**src/rtl/core/tvte_ram.sv**
```systemverilog
`timescale 1ns / 1ps
// generic single-port-write, one-read ram with registered read data
// no dependencies
module tvte_ram #(
	parameter int WIDTH = 8,
	parameter int DEPTH = 16
) (
	input  logic                     clk,
	input  logic                     we,
	input  logic [$clog2(DEPTH)-1:0] waddr,
	input  logic [WIDTH-1:0]         wdata,
	input  logic [$clog2(DEPTH)-1:0] raddr,
	output logic [WIDTH-1:0]         rdata
);
	logic [WIDTH-1:0] mem [DEPTH];

	always_ff @(posedge clk) begin
		if (we) mem[waddr] <= wdata;
		rdata <= mem[raddr];
	end
endmodule

```
**config.mk**
```make
export PLATFORM = sky130hd
export DESIGN_NAME = tvte_ram
export DESIGN_NICKNAME = d
export VERILOG_FILES = /design/src/rtl/core/tvte_ram.sv
export SDC_FILE = /design/constraint.sdc
export NUM_CORES = 1
export LEC_CHECK = 0
export ABC_AREA = 1
export BUFFER_PORTS_ARGS = -buffer_cell sky130_fd_sc_hd__buf_2
export CAP_MARGIN = 20
export CORE_ASPECT_RATIO = 0.8
export CORE_MARGIN = 8
export CORE_UTILIZATION = 50
export DETAILED_ROUTE_END_ITERATION = 16
export HOLD_SLACK_MARGIN = 0.15
export PLACE_DENSITY = 0.67
export SETUP_SLACK_MARGIN = 0.2
export SYNTH_ARGS = -nofsm -noshare
export SYNTH_HDL_FRONTEND = slang
export SYNTH_SLANG_ARGS = --single-unit
```
**constraint.sdc**
```tcl
create_clock -name clk -period 3.4 [get_ports clk]
set_input_delay 0.34 -clock clk [delete_from_list [all_inputs] [get_ports clk]]
set_output_delay 0.34 -clock clk [all_outputs]
set_load 0.05 [all_outputs]
```
# Yosys cells after proc, flatten, opt, wreduce, memory -nomap -nowiden
# Memory sizes are Yosys's and may differ from the RTL's. A register that Yosys moved wholly into a read port is not among the register bits.
# Index checks and enable logic that the tools add are counted.
# word_totals
register_bits	0
ramBits	128
in_bits	18
out_inout_bits	8
wordCells	3
mem_count	1
# memory_table
name	depth	width	rd	rd_clocked_by_memory_dff	wr	line	rtl
mem	16	8	1	1	1	15	logic [WIDTH-1:0] mem [DEPTH];
# classes
n_mux	2
# ops
operator	count
1-bit 2-to-1 mux	2

# Longest topological paths before layout
# depth
depth_word	2
depth_mapped	8
depth_no_buf	7

# Least setup slack after synthesis
# No wires, ideal clock.
# synth_timing
path_type	in2reg
startpoint	in waddr[2]
endpoint	mem mem[10][0], enable pin
t_arrival_ps	921
path_slack_ps	2109
path_stages	2
n_path_buf	0
cell_sequence	nand3b_1 nor2_1
# synth_lines
item	line	rtl
start: declaration	10	input logic [$clog2(DEPTH)-1:0] waddr,
end: declaration	15	
# Straight into the memory's write port.

==> out/metrics.yaml <==
multi_input_area_um2: 1210
powerDensity_nw_per_um2: 595
coreArea_um2: 11400
rows: 35
rsz0062_at_grt: "false"
gp_congestion: 0.834
p_leak_nw: 2.80
hold_viol: 0
fin_area_um2: 6480
timing.setup.tns_ns: 0
ff2ff_setup_slack_ns: 2.33
dr.pass1.iters: 5
synth-seq-cells: 136
grt_pass1_wl_um: 20200
cts.sinks: 136
tightest_slew_ns: 0.879
sw_frac_of_total: 0.223
peakVddDrop_mv: 0.388
setup_viol: 0
grt_pass1_vias: 3485
cp.required_ns: 3.71
io_buffers: 25
outcome: "finished, final reports clean"
worstRegToRegCells: 6
fin_crit_sh: 0.463
worst-setup-path-type: "input port to register"
avgSynthCellArea_um2: 10.5
post_cts_buffers: 0
ant_nets: 0
ys_types: 12
synthCells: 551
worst_hold_slack_ns: 0.286
drive_gt1_frac: 0.0954
relSlewSlack: 0.412
power_w: 0.00385
postPlaceCellArea_um2: 5930
clockBufferDepth: 2
antennaDiodeCount: 0
fillers: 967
critPathLaunchType: "input port"
clk_pin_slew_worst_paths_ns: 0.06
post-route-min-period_ns: 1.57
die_x_um: 136
r2r-end: "rdata[6]$_DFF_P_"
r2r-start: "mem[15][6]$_DFFE_PP_"
crit_path_end_kind: "register"
root_buffer: "clkbuf_16"
grt_max_degree: 65
crit_fanout: 33
hold_end: "rdata[3]$_DFF_P_"
min_from: "raddr[3]"
ys_seq_area_frac: 0.694
place_hpwl_um: 7950
pwr-share-comb: 0.067
cts_hold_buf: 0
p_clk_frac: 0.444
viasPerCell: 5.10
grtUsageTotal: 0.179
drt_iter0_drc: 434
fin_nets: 592
seqPwrFrac: 0.490
cap_violations: 0
p_switching_w: 0.000858
p_int_w: 0.00300
chipHeight_um: 112
htree_levels: 4
drc_errors: 0
cts_tree: "yes"
dr_total_vias: 3750
final_cell_count_no_fill: 735
dieArea_um2: 15200
antenna_found_initial: 0
cts_buffers: 17
syn_nets: 569
cts_resized: 0
yosys_warnings: 0
drt-wirelength-per-cell_um: 17.7
clkLatencyLatePin_ns: 0.42
syn_to_final_growth_pct: 12.3
max_freq_ghz: 0.635
fin_skew_ns: 0.00821
io_pins: 26
dp_cells: 703
crit_arrival_ns: 1.89
overflow: 0
hold_depth: 3
slew_viol_final: 0
hold_path_class: "input port to register"
synth_area_um2: 5770
initial_core_util: 0.506
wl_um: 13000
seq_area_um2: 4000
[layout make-up]
type,instances,share of cell area
Multi-Input combinational cell,289,0.187
Timing Repair Buffer,28,0.0228
Clock buffer,20,0.0674
Sequential cell,136,0.618
Clock inverter,12,0.0168
Tap cell,148,0.0286
Inverter,102,0.0591
[metrics by stage]
stage,worst slack (ns),utilization
finish,1.83,0.569
global route,1.74,0.569
CTS,1.87,0.569
detailed placement,1.44,0.521
global placement,1.46,0.521
floorplan,2.11,-
[worst max path at each step]
stage	from	to	slack (ns)
2_1_floorplan	waddr[2]	mem[10][0]$_DFFE_PP_	2.11
6_report	raddr[1]	rdata[5]$_DFF_P_	1.83
4_1_cts	raddr[1]	rdata[5]$_DFF_P_	1.87
3_3_place_gp	raddr[1]	rdata[5]$_DFF_P_	1.46
3_5_place_dp	raddr[1]	rdata[5]$_DFF_P_	1.44
5_1_grt	raddr[1]	rdata[5]$_DFF_P_	1.74
[sequential cells by signal, summed over array words and instances, names as in the netlist]
register / count
mem: 128
rdata: 8
[cell usage after synthesis]
cell	count	area [um^2]
buf_1	1	3.75
buf_2	13	65.1
buf_4	4	30.0
buf_6	6	67.6
dfxtp_1	8	160
edfxtp_1	128	3840
inv_1	100	375
inv_2	2	7.51
nand2_1	173	649
nand3_1	97	485
nand3b_1	2	15.0
nor2_1	17	63.8
[worst max-delay path: stages]
cell and delay, ns:
buf_2 0.51, inv_2 0.45, nand3_1 0.23, nand3_1 0.13
nand3_1 0.15, nand2_1 0.06
[routing by layer]
metal	vias up	global-route usage	routed length, um
met1	1785	0.271	6170
met2	143	0.238	5590
met3	10	0.0585	1140
met4	0	0.0526	116
met5	-	0	0
li1	1812	-	-
[cell usage in the layout (no fill, tap or decap)]
master / synthesis / routed
nand3b_1: 2 / 2
clkinv_1: 0 / 3
dfxtp_1: 8 / 8
buf_2: 13 / 25
bufinv_16: 0 / 2
clkbuf_1: 0 / 3
nor2_1: 17 / 17
nand3_1: 97 / 97
edfxtp_1: 128 / 128
nand2_1: 173 / 173
clkinvlp_4: 0 / 1
clkinv_2: 0 / 6
clkbuf_16: 0 / 17
inv_2: 2 / 2
inv_1: 100 / 100
buf_4: 4 / 3
[power groups by stage]
stage                     Sequential [W]  Combinational, W  Clock, W
after CTS                        0.00189          0.000257   0.00173
after floorplan                  0.00196          0.000132         0
after global placement           0.00192          0.000252         0
after global routing             0.00189          0.000280   0.00180
after detailed placement         0.00192          0.000255         0
final                            0.00189          0.000257   0.00171
[logic make-up after synthesis]
kind of cell | Yosys count | share of synthesized area
flops | 136 | 0.694
simple gates | 289 | 0.210
buf+inv | 126 | 0.0952
Power figures use the tool's default switching activity.
