--- src/rtl/core/tvte_divider.sv ---
`timescale 1ns / 1ps
// unsigned restoring divider, one quotient bit per cycle
// standalone, no package use
module tvte_divider #(
	parameter int NW = 64,
	parameter int DW = 32
) (
	input  logic          clk,
	input  logic          arst_n,
	input  logic          start,
	input  logic [NW-1:0] num,
	input  logic [DW-1:0] den,
	output logic          done,
	output logic [NW-1:0] quo,
	output logic [DW-1:0] rem
);
	localparam int CW = $clog2(NW + 1);
	logic [CW-1:0] cnt_q;
	logic          run_q;
	logic [NW-1:0] n_q;
	logic [DW:0]   r_q;
	logic [DW:0]   trial;

	assign trial = {r_q[DW-1:0], n_q[NW-1]} - {1'b0, den};

	always_ff @(posedge clk or negedge arst_n) begin
		if (!arst_n) begin
			run_q <= 1'b0;
			cnt_q <= '0;
			done  <= 1'b0;
		end else begin
			done <= 1'b0;
			if (start) begin
				run_q <= 1'b1;
				cnt_q <= CW'(NW);
			end else if (run_q) begin
				cnt_q <= cnt_q - 1'b1;
				if (cnt_q == CW'(1)) begin
					run_q <= 1'b0;
					done  <= 1'b1;
				end
			end
		end
	end

	always_ff @(posedge clk) begin
		if (start) begin
			n_q <= num;
			r_q <= '0;
		end else if (run_q) begin
			if (!trial[DW]) begin
				r_q <= {1'b0, trial[DW-1:0]};
				n_q <= {n_q[NW-2:0], 1'b1};
			end else begin
				r_q <= {r_q[DW-1:0], n_q[NW-1]};
				n_q <= {n_q[NW-2:0], 1'b0};
			end
		end
	end

	assign quo = n_q;
	assign rem = r_q[DW-1:0];
endmodule

--- config.mk ---
export PLATFORM = sky130hd
export DESIGN_NAME = tvte_divider
export DESIGN_NICKNAME = d
export VERILOG_FILES = /design/src/rtl/core/tvte_divider.sv
export SDC_FILE = /design/constraint.sdc
export NUM_CORES = 1
export LEC_CHECK = 0
export ABC_AREA = 1
export BUFFER_PORTS_ARGS = -buffer_cell sky130_fd_sc_hd__buf_2
export CORE_MARGIN = 4
export CORE_UTILIZATION = 29
export DETAILED_ROUTE_END_ITERATION = 10
export PLACE_DENSITY = 0.56
export SLEW_MARGIN = 10
export SYNTH_ARGS = -nofsm -noshare
export SYNTH_HDL_FRONTEND = slang
export SYNTH_SLANG_ARGS = --single-unit
--- constraint.sdc ---
create_clock -name clk -period 3.2 [get_ports clk]
set_clock_uncertainty 0.05 [all_clocks]
set_input_delay 0.64 -clock clk [delete_from_list [all_inputs] [get_ports clk]]
set_output_delay 0.64 -clock clk [all_outputs]
set_load 0.005 [all_outputs]
**Word level (Yosys, flattened, before mapping)**

Index checks and enable logic that the tools add are counted.

- Register bits: 105
- Bits of input ports: 99
- Output and inout bits: 97
- Logic and storage cells: 21

- $add $sub $neg: 2
- Eq/ne operators: 1
- Multiplexer cells: 12
- Reductions and logical operators: 1

Operators with widths:

| kind | count |
|---|---|
| $mux W64 | 2 |
| $sub A33 B32 Y33 | 1 |
| $mux W32 | 1 |
| $mux W7 | 2 |
| $eq A7 B1 Y1 const B | 1 |
| $mux W1 | 7 |
| $sub A7 B1 Y7 const B | 1 |
| $reduce_bool A2 Y1 | 1 |

**Depth between registers and ports, before layout**

Gate-level depths: netlist of run 1.

- Word-level depth: 4
- Gate-level depth with buffers: 18
- Mapped depth without buffers: 17

**Least setup slack after synthesis of run 1**

Ideal clock, no wire load.

- Path type: input-to-reg
- From: input start
- To: register n_q[0], in the netlist quo[0], enable pin
- Setup time: 0.419 ns
- Arrival: 2.230 ns
- Data required time: 2.731 ns
- Setup slack: 0.501 ns
- Stages: 3
- Buffers on the path: 1
- Cell sequence: clkbuf_1 nor2_1 inv_1

- Word-level cells in the longest chain between the ends: 1

Ends and longest elaborated chain:

| what | line | source |
|---|---|---|
| start: declaration | 10 | `input logic start,` |
| $reduce_bool A2 Y1 (no line) | - |  |
| end signal: assignment | 48 | `n_q <= num;` |
| end signal: assignment | 53 | `n_q <= {n_q[NW-2:0], 1'b1};` |
| end signal: assignment | 56 | `n_q <= {n_q[NW-2:0], 1'b0};` |
| end: declaration | 20 | `logic [NW-1:0] n_q;` |

Every way passes these cells.
A chain may end at the register's enable or synchronous reset.

**Worst setup path after layout of run 1**

- From: register n_q[63], in the netlist quo[63]
- To: register r_q[11]

- Word-level cells in the longest chain between the ends: 2

Ends and longest elaborated chain:

| what | line | source |
|---|---|---|
| $sub A33 B32 Y33 | 24 | `assign trial = {r_q[DW-1:0], n_q[NW-1]} - {1'b0, den};` |
| $mux W32 | 51 | `if (!trial[DW]) begin` |
| end signal: assignment | 52 | `r_q <= {1'b0, trial[DW-1:0]};` |
| end signal: assignment | 55 | `r_q <= {r_q[DW-1:0], n_q[NW-1]};` |
| end: declaration | 21 | `logic [DW:0] r_q;` |

Every way passes these cells.

==> results of run 1 <==
power by group through the flow:
stage / Sequential (mW) / Combinational, mW / Clock [mW]
3_5_place_dp: 1.93 / 2.63 / 0
3_3_place_gp: 1.93 / 2.61 / 0
5_1_grt: 1.94 / 3.01 / 1.27
2_1_floorplan: 1.91 / 1.81 / 0
4_1_cts: 1.90 / 2.64 / 1.23
6_report: 1.90 / 2.60 / 1.19
layer usage:
layer / vias to the layer above / GRT usage (%) / wire [µm]
li1: 3834 / - / -
met1: 3286 / 21.1 / 10400
met2: 140 / 26.1 / 10400
met3: 16 / 2.88 / 996
met4: 0 / 3.35 / 271
met5: - / 0 / 0
stage by stage:
| step | hold WS (ps) | worst slack [ps] | cells | util [%] | power (mW) |
|---|---|---|---|---|---|
| after floorplan | 294 | 501 | 1146 | - | 3.73 |
| after global placement | 429 | 305 | 1654 | 34.8 | 4.54 |
| after detailed placement | 433 | 221 | 1654 | 34.8 | 4.56 |
| after CTS | 66.6 | 540 | 1670 | 36.0 | 5.77 |
| after global routing | 66.1 | 283 | 1670 | 36.0 | 6.23 |
| final | 69.1 | 588 | 1670 | 36.0 | 5.68 |
worst min-delay path by stage:
stage,startpoint,endpoint,slack (ps),cells after the start
after floorplan,arst_n,cnt_q[0],290,0
after global placement,r_q[8],r_q[8],430,2
after detailed placement,r_q[23],r_q[23],430,2
after CTS,arst_n,cnt_q[2],70,1
after global routing,arst_n,cnt_q[2],70,1
final,arst_n,cnt_q[2],70,1
state kept, by name (all words and copies together) (netlist names):
register,count
quo,64
r_q,32
cnt_q,7
done,1
run_q,1
synthesized netlist by cell type, types with 3 or more instances:
library cell               instances  share of area (%)
sky130_fd_sc_hd__dfxtp_1          32                8.7
sky130_fd_sc_hd__nand2_2           7               0.59
sky130_fd_sc_hd__nor2_1           47                2.4
sky130_fd_sc_hd__a21oi_1          21                1.4
sky130_fd_sc_hd__nor3_1            6               0.41
sky130_fd_sc_hd__and2_1            6               0.51
sky130_fd_sc_hd__xnor2_1          13                1.5
sky130_fd_sc_hd__nand2_1         558                 28
sky130_fd_sc_hd__buf_6             5               0.76
sky130_fd_sc_hd__nand4_1          10               0.85
sky130_fd_sc_hd__ha_1             34                5.8
sky130_fd_sc_hd__inv_1           215                 11
sky130_fd_sc_hd__nand3_1          63                4.3
sky130_fd_sc_hd__edfxtp_1         64                 26
sky130_fd_sc_hd__clkbuf_1         19               0.97
sky130_fd_sc_hd__o21ai_0           9               0.61
sky130_fd_sc_hd__nor2_2            4               0.34
sky130_fd_sc_hd__dfrtp_1           9                3.1
sky130_fd_sc_hd__nand2_4           3               0.46
worst reg2reg max path, cell delays in order, from the launching register on:
cell	delay [ps]
sky130_fd_sc_hd__edfxtp_1	380
sky130_fd_sc_hd__inv_1	70
sky130_fd_sc_hd__ha_1	200
sky130_fd_sc_hd__fa_1	410
sky130_fd_sc_hd__inv_1	110
sky130_fd_sc_hd__nand2_1	50
sky130_fd_sc_hd__nand2_1	90
sky130_fd_sc_hd__nand3_1	90
sky130_fd_sc_hd__nand2_2	110
sky130_fd_sc_hd__nand2_1	70
sky130_fd_sc_hd__nand2_2	90
sky130_fd_sc_hd__nand2_2	80
sky130_fd_sc_hd__nand2_2	100
sky130_fd_sc_hd__nand2_2	70
sky130_fd_sc_hd__nand2_4	180
sky130_fd_sc_hd__buf_12	180
sky130_fd_sc_hd__nand2_1	70
sky130_fd_sc_hd__nand3_1	70
sky130_fd_sc_hd__nand2_1	50
layout make-up:
cell class | instances | area, µm²
Clock inverter | 7 | 88.8
Multi-Input combinational cell | 797 | 3640
Timing Repair Buffer | 204 | 1070
Sequential cell | 105 | 2790
Fill cell | 2896 | 16100
Inverter | 218 | 818
Tap cell | 330 | 413
Clock buffer | 9 | 225
cells by family after synthesis:
| logic type | after synthesis |
|---|---|
| flip-flops | 105 |
| XOR/XNOR | 15 |
| AO/OA/AOI/OAI | 36 |
| adder cells (fa/ha/maj) | 35 |
| AND/OR/NAND/NOR | 711 |
| buffers and inverters | 244 |
==> run summary, run 1 <==
The run finished with clean final reports. The clock tree synthesis step divided the H-tree into 3 levels. The number of setup buffers added after CTS is 0.

The register bit total from synthesis came out at 105. The synthesized netlist devotes 2.56% of its cell area to compound gates. The number of input and output port buffers inserted came out at 195.

The run gives 0 as the final-report hold violation count. The run gives 1146 as the post-synthesis cell count. The share of synthesized cell area in and, or, nand and nor gates was 38.9%; the cell area power density was 629 mW/mm².

Net switching is 43.2% of the power. The number of nets in the synthesized netlist is 1280. Per report_power, the sequential group accounts for 33.4% of the total. STA puts the critical path data required time at 3410 ps.

The width of the die was 168 µm. The worst reg-to-reg path cell count is 18, and the first-pass GRT wire length is 35700 µm. Across all register-to-register paths, the minimum setup slack is 590 ps. The logs give 196 for the number of top-level pins and 0.000261 V for the peak supply drop.

In the synthesized netlist, mux cells make up 0% of the area. For this run the aggregate overflow at the end of global routing stands at 0. Most common cell after layout, fill and taps aside: sky130_fd_sc_hd__nand2_1. Number of max-cap violations: 0. The worst path needs 2610 ps of the cycle, external delays included. The run gives 9 as the TritonCTS buffer count.

For the number of distinct library cells after synthesis, the log shows 34. Static timing analysis puts the maximum clock frequency at 383 MHz. The first TritonRoute pass finished after 5 iterations. The portion of total power attributed to the clock network was 20.9%; the vias per cell was 4.36. By area, the combinational part of the netlist is dominated by simple AND/OR/NAND/NOR gates.

Average routed wire per standard cell: 13.2 µm. The total inserted antenna cells came out at 0. For this configuration, the core starts out at a cell density of 29.4%.

The number of enable-type register cells in the synthesized netlist works out to 64. On the worst path, the slowest cell contributes a delay of 410 ps. Along the worst path, the maximum fanout reaches 18. CTS saw 105 sinks.

The final layout contains 1469 nets. Per report_power, the combinational group accounts for 45.7% of the total. The critical path ends at r_q[11].

Source-to-sink clock delay at the later pin of the worst-skew pair: 360 ps. Routability-driven placement finished with a final weighted congestion of 0.888. Relative to the synthesized area, the layout overhead comes to 22.6%.

The signal on the critical path passes through inv_1 > ha_1 > fa_1 > inv_1 > nand2_1 > nand2_1 > nand3_1 > nand2_2 > nand2_1 > nand2_2 > nand2_2 > nand2_2 > nand2_2 > nand2_4 > buf_12 > nand2_1 > nand3_1 > nand2_1. The ratio of cells with drive above 1 in the final layout was 18.0%; the final critical-path share of the clock period was 81.6%. The iteration-0 DRC count of the detailed router was 395; the logic depth of the worst path, buffers included was 18. The cell family contributing the most delay on the critical path is simple AND/OR/NAND/NOR gates. The detailed-route wire length came out at 22100 µm. The critical path data arrival time was 2820 ps; the total negative slack for setup checks was 0 ps. The arithmetic-cell share of the synthesized area counting full adders, half adders and majority gates is 6.04%, and the proportion of synthesized chip area in sequential cells is 37.8%. In this run the deepest clock path goes through 2 buffers.

The startpoint class of the critical path was a register. For the number of global-route vias before repair, the log shows 6931. The die covers 0.0281 mm². Share of the synthesized netlist area taken by xor and xnor gates: 1.78%. In this run the cell area measured after placement is 0.00873 mm². Among all stages on the critical path, the largest delay is contributed by sky130_fd_sc_hd__fa_1.

The class of the worst hold path was primary input to async pin. The endpoint identified for the worst register-to-register timing path is r_q[11]. Per-instance average area after synthesis: 6.44 µm². The clock slew at the register clock pins of the worst setup and hold paths was 90 ps; the count of nets left with antenna violations after detail routing was 0.

The startpoint of the worst-slack reg-to-reg timing path is quo[63]. The die is 168 µm tall. The worst setup path is of the register to register kind. During synthesis, Yosys emitted a total of 0 warnings.

The DRC violation count after routing was 0; the buffering stage count on the worst path with inverters included was 3. The tools report the global routing usage summed across all routing layers as 15.6%. Setup repair after global routing left no endpoint under its margin.

The cell area after synthesis was 0.00738 mm². TritonCTS built the clock tree. The floorplan has 58 rows.

The initial antenna violation count was 0. Pin count of the biggest net entering global routing: 67. The final instance area was 0.00904 mm²; the proportion of register bits with asynchronous set or reset after synthesis was 8.57%. The total internal power came out at 3.23 mW. Headroom to the max-slew limit came out at 55.7%. The count of cells resized by post-cts repair was 0.

The max-slew violation count was 0. Tracing the worst setup path back leads to its startpoint at quo[63]. The most instantiated flip-flop cell in the synthesis netlist is sky130_fd_sc_hd__edfxtp_1. After legalization and detailed placement, the total HPWL measured 17300 µm. The worst setup path is captured at a register. The final-report setup violation count came out at 0. The tools report the library cell used as clock root buffer as sky130_fd_sc_hd__clkbuf_16. In this run, post-CTS hold repair placed 0 buffers.

In the layout the commonest cells are sky130_fd_sc_hd__nand2_1 (558), sky130_fd_sc_hd__inv_1 (214), sky130_fd_sc_hd__buf_2 (195), sky130_fd_sc_hd__edfxtp_1 (64), sky130_fd_sc_hd__nand3_1 (63). Worst-margin pin slew: 664 ps. The analysis attributes to net switching a power of 2.45 mW. In this run the static leakage power is 5.32 nW. The total core area was 0.0251 mm²; the routed via count was 7276.
Note: power is estimated with default switching activity, not from simulation.
==> run 2: changes to the inputs <==
==> constraint.sdc (replaced) <==
create_clock -name clk -period 2.6 [get_ports clk]
set_clock_uncertainty 0.05 [all_clocks]
set_input_delay 0.52 -clock clk [delete_from_list [all_inputs] [get_ports clk]]
set_output_delay 0.52 -clock clk [all_outputs]
set_load 0.005 [all_outputs]
==> run 2 against run 1 <==
Effect of this change: utilization is 1.0 points higher; final cell count is 1.7% higher; global-route usage hardly changed; total power is 28% higher; critical path type unchanged; highest routed layer unchanged.
==> run summary, run 2 (synthesis results as in run 1) <==
The run finished with clean final reports. The critical path in this run is classified as register to register. The post-layout utilization of the core was 37.1% (+1.0 points).

The tools report the kind of end point of the critical path as a register. For the final weighted congestion of routability-driven global placement, the log shows 0.876 (-1.3%). The leakage dissipation was 5.47 nW (+2.8%). TritonCTS built the clock tree. Most common cell after layout, fill and taps aside: sky130_fd_sc_hd__nand2_1.

The tools report the number of buffers on the longest clock path as 2 (unchanged). The worst setup path is launched from a register. Iteration-0 DRC count of the detailed router: 462 (+17%). The ratio of cells with drive above 1 in the final layout works out to 19.6% (+1.6 points).

The startpoint identified for the worst hold timing path is num[56]. The logs give 3 (unchanged) for the H-tree depth reported by CTS and 6881 (-0.72%) for the number of global-route vias before repair. The area added between synthesis and finish was 26.1%. The tools report the area after detailed placement as 0.00897 mm² (+2.7%). The signal on the critical path passes through inv_1 > ha_1 > fa_2 > inv_1 > nand2_1 > nand2_1 > nand3_1 > nand2_2 > nand2_1 > nand2_2 > nand2_2 > nand2_2 > nand2_2 > nand2_4 > buf_12 > nand2_1 > nand3_1 > nand2_1. For the final-report hold violation count, the log shows 0 (unchanged).

The class of the worst hold path was primary input to register. Cell area power density: 781 mW/mm² (+24%). The instance count along the most critical hold path works out to 3. DRC violation count after routing: 0 (unchanged).

The count of nets left with antenna violations after detail routing came out at 0 (unchanged). The critical path data arrival time came out at 2570 ps (-250 ps). For the number of clock sinks, the log shows 105 (unchanged). The first-pass GRT wire length came out at 35600 µm (-0.35%). The logs give 0 (unchanged) for the final global-route overflow total and 55.7% (about the same) for the worst relative slew slack. The number of fillers in the final layout is 2788 (-3.7%). The worst-margin pin slew is 664 ps (+0.473 ps), and the source-to-sink clock delay at the later pin of the worst-skew pair is 370 ps (about the same). The total die area was 0.0281 mm² (unchanged); the y dimension of the die was 168 µm (unchanged).

The global routing usage summed across all routing layers is 15.6% (about the same), and the final period demand of the worst path is 2360 ps (-249 ps). Terminating pin of the worst hold path: quo[56]. The startpoint of the worst-slack reg-to-reg timing path was quo[63]. For the row count, the log shows 58 (unchanged). The final critical-path share of the clock period works out to 90.9% (+9.3 points). For the required time of the critical path, the log shows 2810 ps (-600 ps). The vias per cell was 4.30 (-1.2%). The library cells used most frequently in the layout, excluding fill and tap cells, are sky130_fd_sc_hd__nand2_1 (558), sky130_fd_sc_hd__inv_1 (214), sky130_fd_sc_hd__buf_2 (195), sky130_fd_sc_hd__edfxtp_1 (64), sky130_fd_sc_hd__nand3_1 (63).

The TritonCTS buffer count is 9 (unchanged). On the critical path, the stage with the largest delay is an instance of sky130_fd_sc_hd__edfxtp_1. Peak supply drop: 0.000341 V (+30%). The number of input and output port buffers inserted was 195 (unchanged); the maximum achievable frequency was 423 MHz (+11%). Clock slew at the register clock pins of the worst setup and hold paths: 90 ps (about the same). In this run the worst setup path begins at quo[63]. The post-DP HPWL was 17300 µm (about the same); the flip-flop count of the largest register after layout was 64 (unchanged).

The final instance area is 0.00930 mm² (+2.9%). The tree is rooted in a sky130_fd_sc_hd__clkbuf_16. The final-report setup violation count is 0 (unchanged), and the reg-to-reg setup timing slack is 240 ps (-350 ps). The logs give 0.0251 mm² (unchanged) for the total core area and 1 (+1) for the initial antenna violation count.

The critical path's largest stage delay was 360 ps (-50 ps); the count of TritonRoute iterations in the first routing pass was 5 (unchanged). Setup repair after global routing left no endpoint under its margin. The width of the die was 168 µm (unchanged); the effective utilization at floorplan was 29.4% (unchanged). The critical-path maximum fanout works out to 18 (unchanged).

The routed via count came out at 7308 (+0.44%). The run gives 22100 µm (about the same) as the detailed-route wire length. The average routed wire per standard cell came out at 13.0 µm (-1.6%). The worst reg-to-reg path cell count is 18 (unchanged).

The number of max-cap violations was 0 (unchanged); the pin count of the biggest net entering global routing was 69 (+3.0%). The endpoint identified for the worst register-to-register timing path is r_q[13]. Number of top-level pins: 196 (unchanged). The logs give 0 (unchanged) for the max-slew violation count and 1496 (+1.8%) for the number of nets at the end of the flow.
-- run 2: cell count changes in the layout (fill, tap and decap cells not counted), sizes merged --
| cell | change |
|---|---|
| inv | +1 |
| buf | +26 |
| diode | +1 |
| dlygate4sd3 | +1 |
| clkinv | -1 |
-- run 2: through the flow --
step,setup slack [ps],hold slack (ps),power (mW),setup TNS (ps),instances
floorplan,20.9,174,4.59,0,1146
global placement,10.4,337,5.83,0,1679
detailed placement,-57.2,336,5.86,-1060,1679
CTS,83.0,344,7.37,0,1696
global route,25.5,355,7.96,0,1698
finish,237,361,7.26,0,1698
-- run 2: routing by layer --
layer | vias up | part of all wire (%) | GRT usage [%] | wire length [µm]
met4 | 0 | 2.3 | 4.90 | 497
met2 | 148 | 46 | 25.4 | 10200
met5 | - | 0 | 0 | 0
met1 | 3250 | 46 | 20.9 | 10100
li1 | 3884 | - | - | -
met3 | 26 | 5.5 | 3.02 | 1220
-- run 2: area by class of cell --
| cell class | count | area [µm²] | area share, % |
|---|---|---|---|
| clock buffers | 9 | 225 | 2.42 |
| diodes | 1 | 2.50 | 0.0269 |
| multi-input cells | 797 | 3640 | 39.2 |
| inverters | 218 | 818 | 8.80 |
| repair buffers | 231 | 1320 | 14.2 |
| flip-flops and latches | 105 | 2790 | 30.0 |
| well taps | 330 | 413 | 4.44 |
| clock inverters | 7 | 88.8 | 0.955 |
-- run 2: power by group --
group | leakage (nW) | total, mW | switching (mW) | internal (mW)
Sequential | 1.08 | 2.33 | 0.241 | 2.09
Combinational | 4.24 | 3.47 | 2.06 | 1.41
Clock | 0.153 | 1.47 | 0.769 | 0.698
Total | 5.47 | 7.26 | 3.07 | 4.20
-- run 2: worst max-delay path by stage --
stage	cells after the start	endpoint	slack, ps
2_1_floorplan	3	quo[0]	20
5_1_grt	18	r_q[13]	30
6_report	18	r_q[13]	240
3_3_place_gp	18	r_q[11]	10
4_1_cts	18	r_q[13]	80
3_5_place_dp	18	r_q[1]	-60
-- run 2: critical path: cells and delay by family, from the launching register on --
kind | cells | cell delay (ps)
fa+ha+maj | 2 | 570
buf+inv | 3 | 300
flops | 1 | 360
simple gates | 13 | 990
-- run 2: repair_timing --
action,in CTS,in global routing
endpoints found under the setup margin,0,31
setup buffers,0,1
gates resized for setup,0,2
endpoints found under the hold margin,9,0
hold buffers,1,0
